--- config.mk ---
export PLATFORM = sky130hd
export DESIGN_NAME = rmst_ctrl
export DESIGN_NICKNAME = d
export VERILOG_FILES = /design/src/rtl/rmst_pkg.sv /design/src/rtl/rmst_ctrl.sv
export SDC_FILE = /design/constraint.sdc
export NUM_CORES = 1
export LEC_CHECK = 0
export BUFFER_PORTS_ARGS = -buffer_cell sky130_fd_sc_hd__buf_2
export CAP_MARGIN = 20
export CORE_AREA = 10 10 47 49
export DETAILED_ROUTE_END_ITERATION = 6
export DIE_AREA = 0 0 57 59
export HOLD_SLACK_MARGIN = 0.02
export SYNTH_ARGS = -nofsm -noshare
export SYNTH_HDL_FRONTEND = slang
export SYNTH_SLANG_ARGS = --single-unit
--- constraint.sdc ---
create_clock -name clk -period 2.25 [get_ports clk]
set_input_delay 0.225 -clock clk [delete_from_list [all_inputs] [get_ports clk]]
set_output_delay 0.225 -clock clk [all_outputs]
set_load 0.005 [all_outputs]
--- src/rtl/rmst_pkg.sv ---
// Shared constants, types and helpers for the range minimum segment tree.
package rmst_pkg;

  localparam int LEAVES   = 1024;
  localparam int LEAF_W   = $clog2(LEAVES);
  localparam int NODES    = 2 * LEAVES;
  localparam int NODE_W   = $clog2(NODES);
  localparam int BND_W    = NODE_W + 1;
  localparam int DATA_W   = 32;
  localparam int TDATA_W  = ((2 * LEAF_W + DATA_W + 7) / 8) * 8;
  localparam int LVL_W    = 4;
  localparam int UPD_STEPS = LEAF_W;
  localparam int QRY_STEPS = LEAF_W + 2;

  localparam logic OP_UPDATE = 1'b0;
  localparam logic OP_QUERY  = 1'b1;

  typedef logic signed [DATA_W-1:0] data_t;
  typedef logic [NODE_W-1:0]        node_t;
  typedef logic [BND_W-1:0]         bnd_t;

  localparam data_t MIN_IDENTITY = 32'sd2000000000;

  typedef struct packed {
    logic clr_step;
    logic load_upd;
    logic upd_step;
    logic load_qry;
    logic qry_step;
    logic out_load;
  } dp_cmd_t;

  typedef struct packed {
    logic clr_done;
    logic out_busy;
  } dp_sts_t;

  function automatic data_t min_of(input data_t x, input data_t y);
    return (y < x) ? y : x;
  endfunction

endpackage

--- src/rtl/rmst_ctrl.sv ---
// Controller state machine: clearing pass, update climb, query climb, result hand-off.
module rmst_ctrl (
  input  logic             clk,
  input  logic             rst,
  input  logic             s_tvalid,
  input  logic             s_tuser,
  output logic             s_tready,
  input  rmst_pkg::dp_sts_t sts,
  output rmst_pkg::dp_cmd_t cmd
);
  import rmst_pkg::*;

  localparam logic [2:0] ST_CLR  = 3'd0;
  localparam logic [2:0] ST_IDLE = 3'd1;
  localparam logic [2:0] ST_UPD  = 3'd2;
  localparam logic [2:0] ST_QRY  = 3'd3;
  localparam logic [2:0] ST_FIN  = 3'd4;

  logic [2:0]       state, state_next;
  logic [LVL_W-1:0] lvl, lvl_next;

  always_comb begin
    cmd        = '0;
    state_next = state;
    lvl_next   = lvl;
    s_tready   = (state == ST_IDLE);
    unique case (state)
      ST_CLR: begin
        cmd.clr_step = 1'b1;
        if (sts.clr_done) begin
          state_next = ST_IDLE;
        end
      end
      ST_IDLE: begin
        if (s_tvalid) begin
          lvl_next = '0;
          if (s_tuser == OP_UPDATE) begin
            cmd.load_upd = 1'b1;
            state_next   = ST_UPD;
          end else begin
            cmd.load_qry = 1'b1;
            state_next   = ST_QRY;
          end
        end
      end
      ST_UPD: begin
        cmd.upd_step = 1'b1;
        lvl_next     = lvl + 1'b1;
        if (lvl == LVL_W'(UPD_STEPS - 1)) begin
          state_next = ST_IDLE;
        end
      end
      ST_QRY: begin
        cmd.qry_step = 1'b1;
        lvl_next     = lvl + 1'b1;
        if (lvl == LVL_W'(QRY_STEPS - 1)) begin
          state_next = ST_FIN;
        end
      end
      ST_FIN: begin
        if (!sts.out_busy) begin
          cmd.out_load = 1'b1;
          state_next   = ST_IDLE;
        end
      end
      default: begin
        state_next = ST_IDLE;
      end
    endcase
  end

  always_ff @(posedge clk) begin
    if (rst) begin
      state <= ST_CLR;
      lvl   <= '0;
    end else begin
      state <= state_next;
      lvl   <= lvl_next;
    end
  end

endmodule

### Word-level counts from Yosys, hierarchy flattened

Index checks and enable logic that the tools add are counted.

| word-level totals | value |
|---|---|
| register bits after elaboration | 7 |
| bits in latches | 0 |
| RAM bits | 0 |
| bits in read-only memories | 0 |
| logic and storage cells | 39 |
| memories | 0 |

| operators by class | value |
|---|---|
| add/subtract/negate cells | 1 |
| multipliers | 0 |
| div/mod/pow operators | 0 |
| order comparisons | 0 |
| equal/unequal tests | 11 |
| shift operators | 0 |
| muxes and demuxes | 20 |
| bitwise logic cells | 0 |
| reduce and logical (&&, ||, !) cells | 5 |

Operators with widths:

| operator | number |
|---|---|
| two-way mux 3 bit | 5 |
| one-hot mux 3 bit (5 select lines) | 1 |
| two-way mux 1 bit | 12 |
| inequality test 2 bit (second input constant) | 5 |
| == test 4 bit (second input constant) | 2 |
| one-hot mux 4 bit (2 select lines) | 1 |
| == test 3 x 2 -> 1 bit (second input constant) | 2 |
| AND reduction 5 bit | 1 |
| adder 4 x 1 -> 4 bit (second input constant) | 1 |
| two-way mux 4 bit | 1 |
| == test 3 x 1 -> 1 bit (second input constant) | 1 |
| == test 3 bit (second input constant) | 1 |
| zero test 3 bit | 1 |
| AND reduction 2 bit | 1 |
| nonzero test 2 bit | 1 |
| OR reduction 2 bit | 1 |

### Depth between registers and ports, before layout

| logic depth | value |
|---|---|
| depth after elaboration | 4 |
| mapped depth | 6 |
| mapped depth without buffers | 6 |

### Worst setup path after synthesis

OpenSTA, ideal clock, no wires.

| path | value |
|---|---|
| path type | flip-flop to flip-flop |
| from | reg state[1] |
| to | reg state[2] |
| arrival time | 1.196 ns |
| data required time | 2.135 ns |
| slack | 0.938 ns |
| cell stages (with the launch flop) | 6 |
| buffers on the path | 1 |
| path through | dfxtp_1 -> buf_4 -> nor3b_1 -> a32oi_1 -> and4_1 -> a31o_1 |

| on the way | value |
|---|---|
| word-level cells in the longest chain between the ends | 3 |
| elaborated cells between the ends (all ways) | 12 |

RTL lines:

| element | line | RTL |
|---|---|---|
| start: declaration | rmst_ctrl.sv:19 | `logic [2:0] state, state_next;` |
| start signal: assignment | rmst_ctrl.sv:77 | `state <= state_next;` |
| == test 3 x 2 -> 1 bit, or another cell as far along | rmst_ctrl.sv:27 | `unique case (state)` |
| inequality test 2 bit (no source line) | n/a |  |
| AND reduction 5 bit (no source line) | n/a |  |

Parallel ways exist; a longest one is shown, timed or not.
A chain may end at the register's enable or synchronous reset.

==> summary.txt <==
Worst setup path
  • Crit-path max FO: 8
  • Worst path required time: 2.03 ns
  • Reg2reg end: state[2]
  • Worst setup SP type: flop
  • Arrival @ worst endpoint: 1.46 ns
  • CP endpoint kind: output port
  • Worst R2R Path Depth: 4
  • Setup slack, reg-to-reg: 0.79 ns
  • Critical setup path kind: reg -> out
  • Critical R2R Launch: state[1]
  • Worst setup path start: state[0]

Clock network
  • Root buf cell: clkbuf_4
  • Worst skew pair latency: 0.26 ns
  • TritonCTS clock tree: done
  • Worst-path clk slew: 0.06 ns
  • Sink Count: 7
  • Cts hold-fix bufs: 0
  • Setup repair bufs after CTS: 0
  • Post-CTS Resized: 0
  • Clock tree buffer depth: 2
  • Inserted Clock Buffers: 3
  • # H-tree levels: 1

Final layout
  • Multi-input gate area: 292.8 sq um
  • Fin util: 0.3938
  • Antenna diodes: 0
  • Area growth syn-to-layout: 22.16%
  • Most common cell after layout, fill and taps aside: buf_2
  • Most frequent cells in the layout: buf_2 (12), nor2_1 (7), dfxtp_1 (7)
  • Nets: 78
  • Layout cells sized above 1: 0.3043
  • Post-route insts no fill: 85
  • FILL cells: 154
  • Register Area: 140.1 sq um

Yosys
  • Synth Warn #: 0
  • EDFF count, synth: 0
  • Post-Syn Area: 451.7 sq um
  • Ys async rst share: 0
  • Syn nets: 62
  • Mapped Cells: 54
  • Yosys cell types: 25
  • Sequential area share after synthesis: 0.3102
  • FF+latch count, synth: 7
  • Predominant post-synthesis flop cell: dfxtp_1
  • Synthesized area per cell: 8.365 sq um

STA
  • # setup viols final: 0
  • Setup TNS Final: 0 ns
  • Crit path time final: 1.685 ns
  • Clk_skew: 0.007835 ns
  • Final max-slew violation count: 0
  • Slew Limit Headroom: 0.7629
  • Slew @ Worst Pin: 0.3551 ns
  • Max Clk Rate: 593.3 MHz
  • Period utilisation layout: 0.7491
  • RSZ-0062 raised after global routing: no
  • Fin. Hold Viols: 0
  • Setup WS post-layout: 0.5646 ns
  • Final hold slack: 0.1781 ns

Hold path
  • Hold Crit Depth: 2
  • Hold path start: rst
  • Worst Hold End: lvl[1]
  • Hold crit path type: in -> reg

Pwr
  • VDD IR max: 0.0003437 V
  • Power Density: 679.4 mW/mm^2
  • P_leak: 0.2544 nW

Outcome
  • Outcome: finished, final reports clean

Place
  • Routability cong.: 0.7224
  • HPWL after detailed placement: 796.8 um
  • Place WS: 0.8017 ns
  • PortBufs: 12
  • Cells after DPL: 81

Die
  • Core Area: 0.001401 sq mm
  • Die Wd: 57 um
  • Chip Height: 59 um
  • Initial core utilization: 0.3223
  • Num ports: 13
  • Die area: 0.003363 sq mm
  • Num rows: 14

Global routing
  • First-pass GRT wire length: 1932 um
  • Number of antenna violations at the first check in global routing: 0
  • Largest net degree at the start of global routing: 10
  • Total gr overflow: 0
  • Number of global-route vias before repair: 439
  • Total GRT Usage: 0.07010

Job
  • MaxCap Viol Count: 0

Drt
  • DR DRC count: 0
  • Vias: 410
  • Drt pass-1 iters: 4
  • DR vias/cell: 4.824
  • WL/cell: 12.42 um
  • Antenna Nets Post-Route: 0
  • Routed WL: 1056 um
  • Initial DRC count: 8
area by class of cell:
class                           instances  area share
Clock buffer                            3     0.04082
Clock inverter                          1    0.009070
Inverter                                3     0.02041
Multi-Input combinational cell         43      0.5306
Sequential cell                         7      0.2540
Tap cell                               16     0.03628
Timing Repair Buffer                   12      0.1088
cell families after synthesis:
| group | share of synthesized area |
|---|---|
| buffers and inverters | 0.04156 |
| adders and majority gates | 0.05539 |
| xor gates and xnor gates | 0.01939 |
| and+or+nand+nor | 0.4183 |
| DFF | 0.3102 |
| muxes | 0.02216 |
| AOI/OAI and AO/OA | 0.1330 |
synthesized netlist by cell type, types with 2 or more instances:
| cell | n | area, sq um |
|---|---|---|
| and3_1 | 4 | 25.02 |
| nor3_1 | 3 | 15.01 |
| nand2_1 | 5 | 18.77 |
| dfxtp_1 | 7 | 140.1 |
| inv_1 | 3 | 11.26 |
| nand3b_1 | 2 | 15.01 |
| ha_1 | 2 | 25.02 |
| a21oi_1 | 3 | 15.01 |
| nand2b_1 | 3 | 18.77 |
| nor2_1 | 7 | 26.28 |
report_power, final:
group	switching (mW)	internal (mW)	leakage [nW]
clock	0.0558	0.0654	0.0177
sequential	0.0193	0.134	0.0569
combinational	0.0513	0.0493	0.180
total	0.126	0.248	0.254
state kept, by name (all words and copies together), names as in the netlist:
| name | flops |
|---|---|
| lvl | 4 |
| state | 3 |
critical path: stages, from the launching register on:
cell and delay (ns):
dfxtp_1 0.46, nor3b_4 0.37, nand2_1 0.14, nor2_1 0.10, buf_2 0.12
worst max path at each step:
| stage | end |
|---|---|
| finish | cmd[4] |
| global route | cmd[4] |
| CTS | cmd[4] |
| detailed placement | state[2] |
| global placement | state[2] |
| floorplan | state[2] |
through the flow:
stage                     power (mW)  instance area, sq um
after floorplan               0.2241                 451.7
after global placement        0.2562                 524.3
after detailed placement      0.2557                 524.3
after CTS                     0.3807                 551.8
after global routing          0.4000                 551.8
final                         0.3749                 551.8
routing by layer:
layer,track usage,share of wire,up-vias
met5,0,0,-
li1,-,-,219
met2,0.1039,0.42,10
met4,0.06040,0.010,0
met3,0.02146,0.065,2
met1,0.07986,0.51,179
No activity file was read; power rests on OpenSTA's default activity.
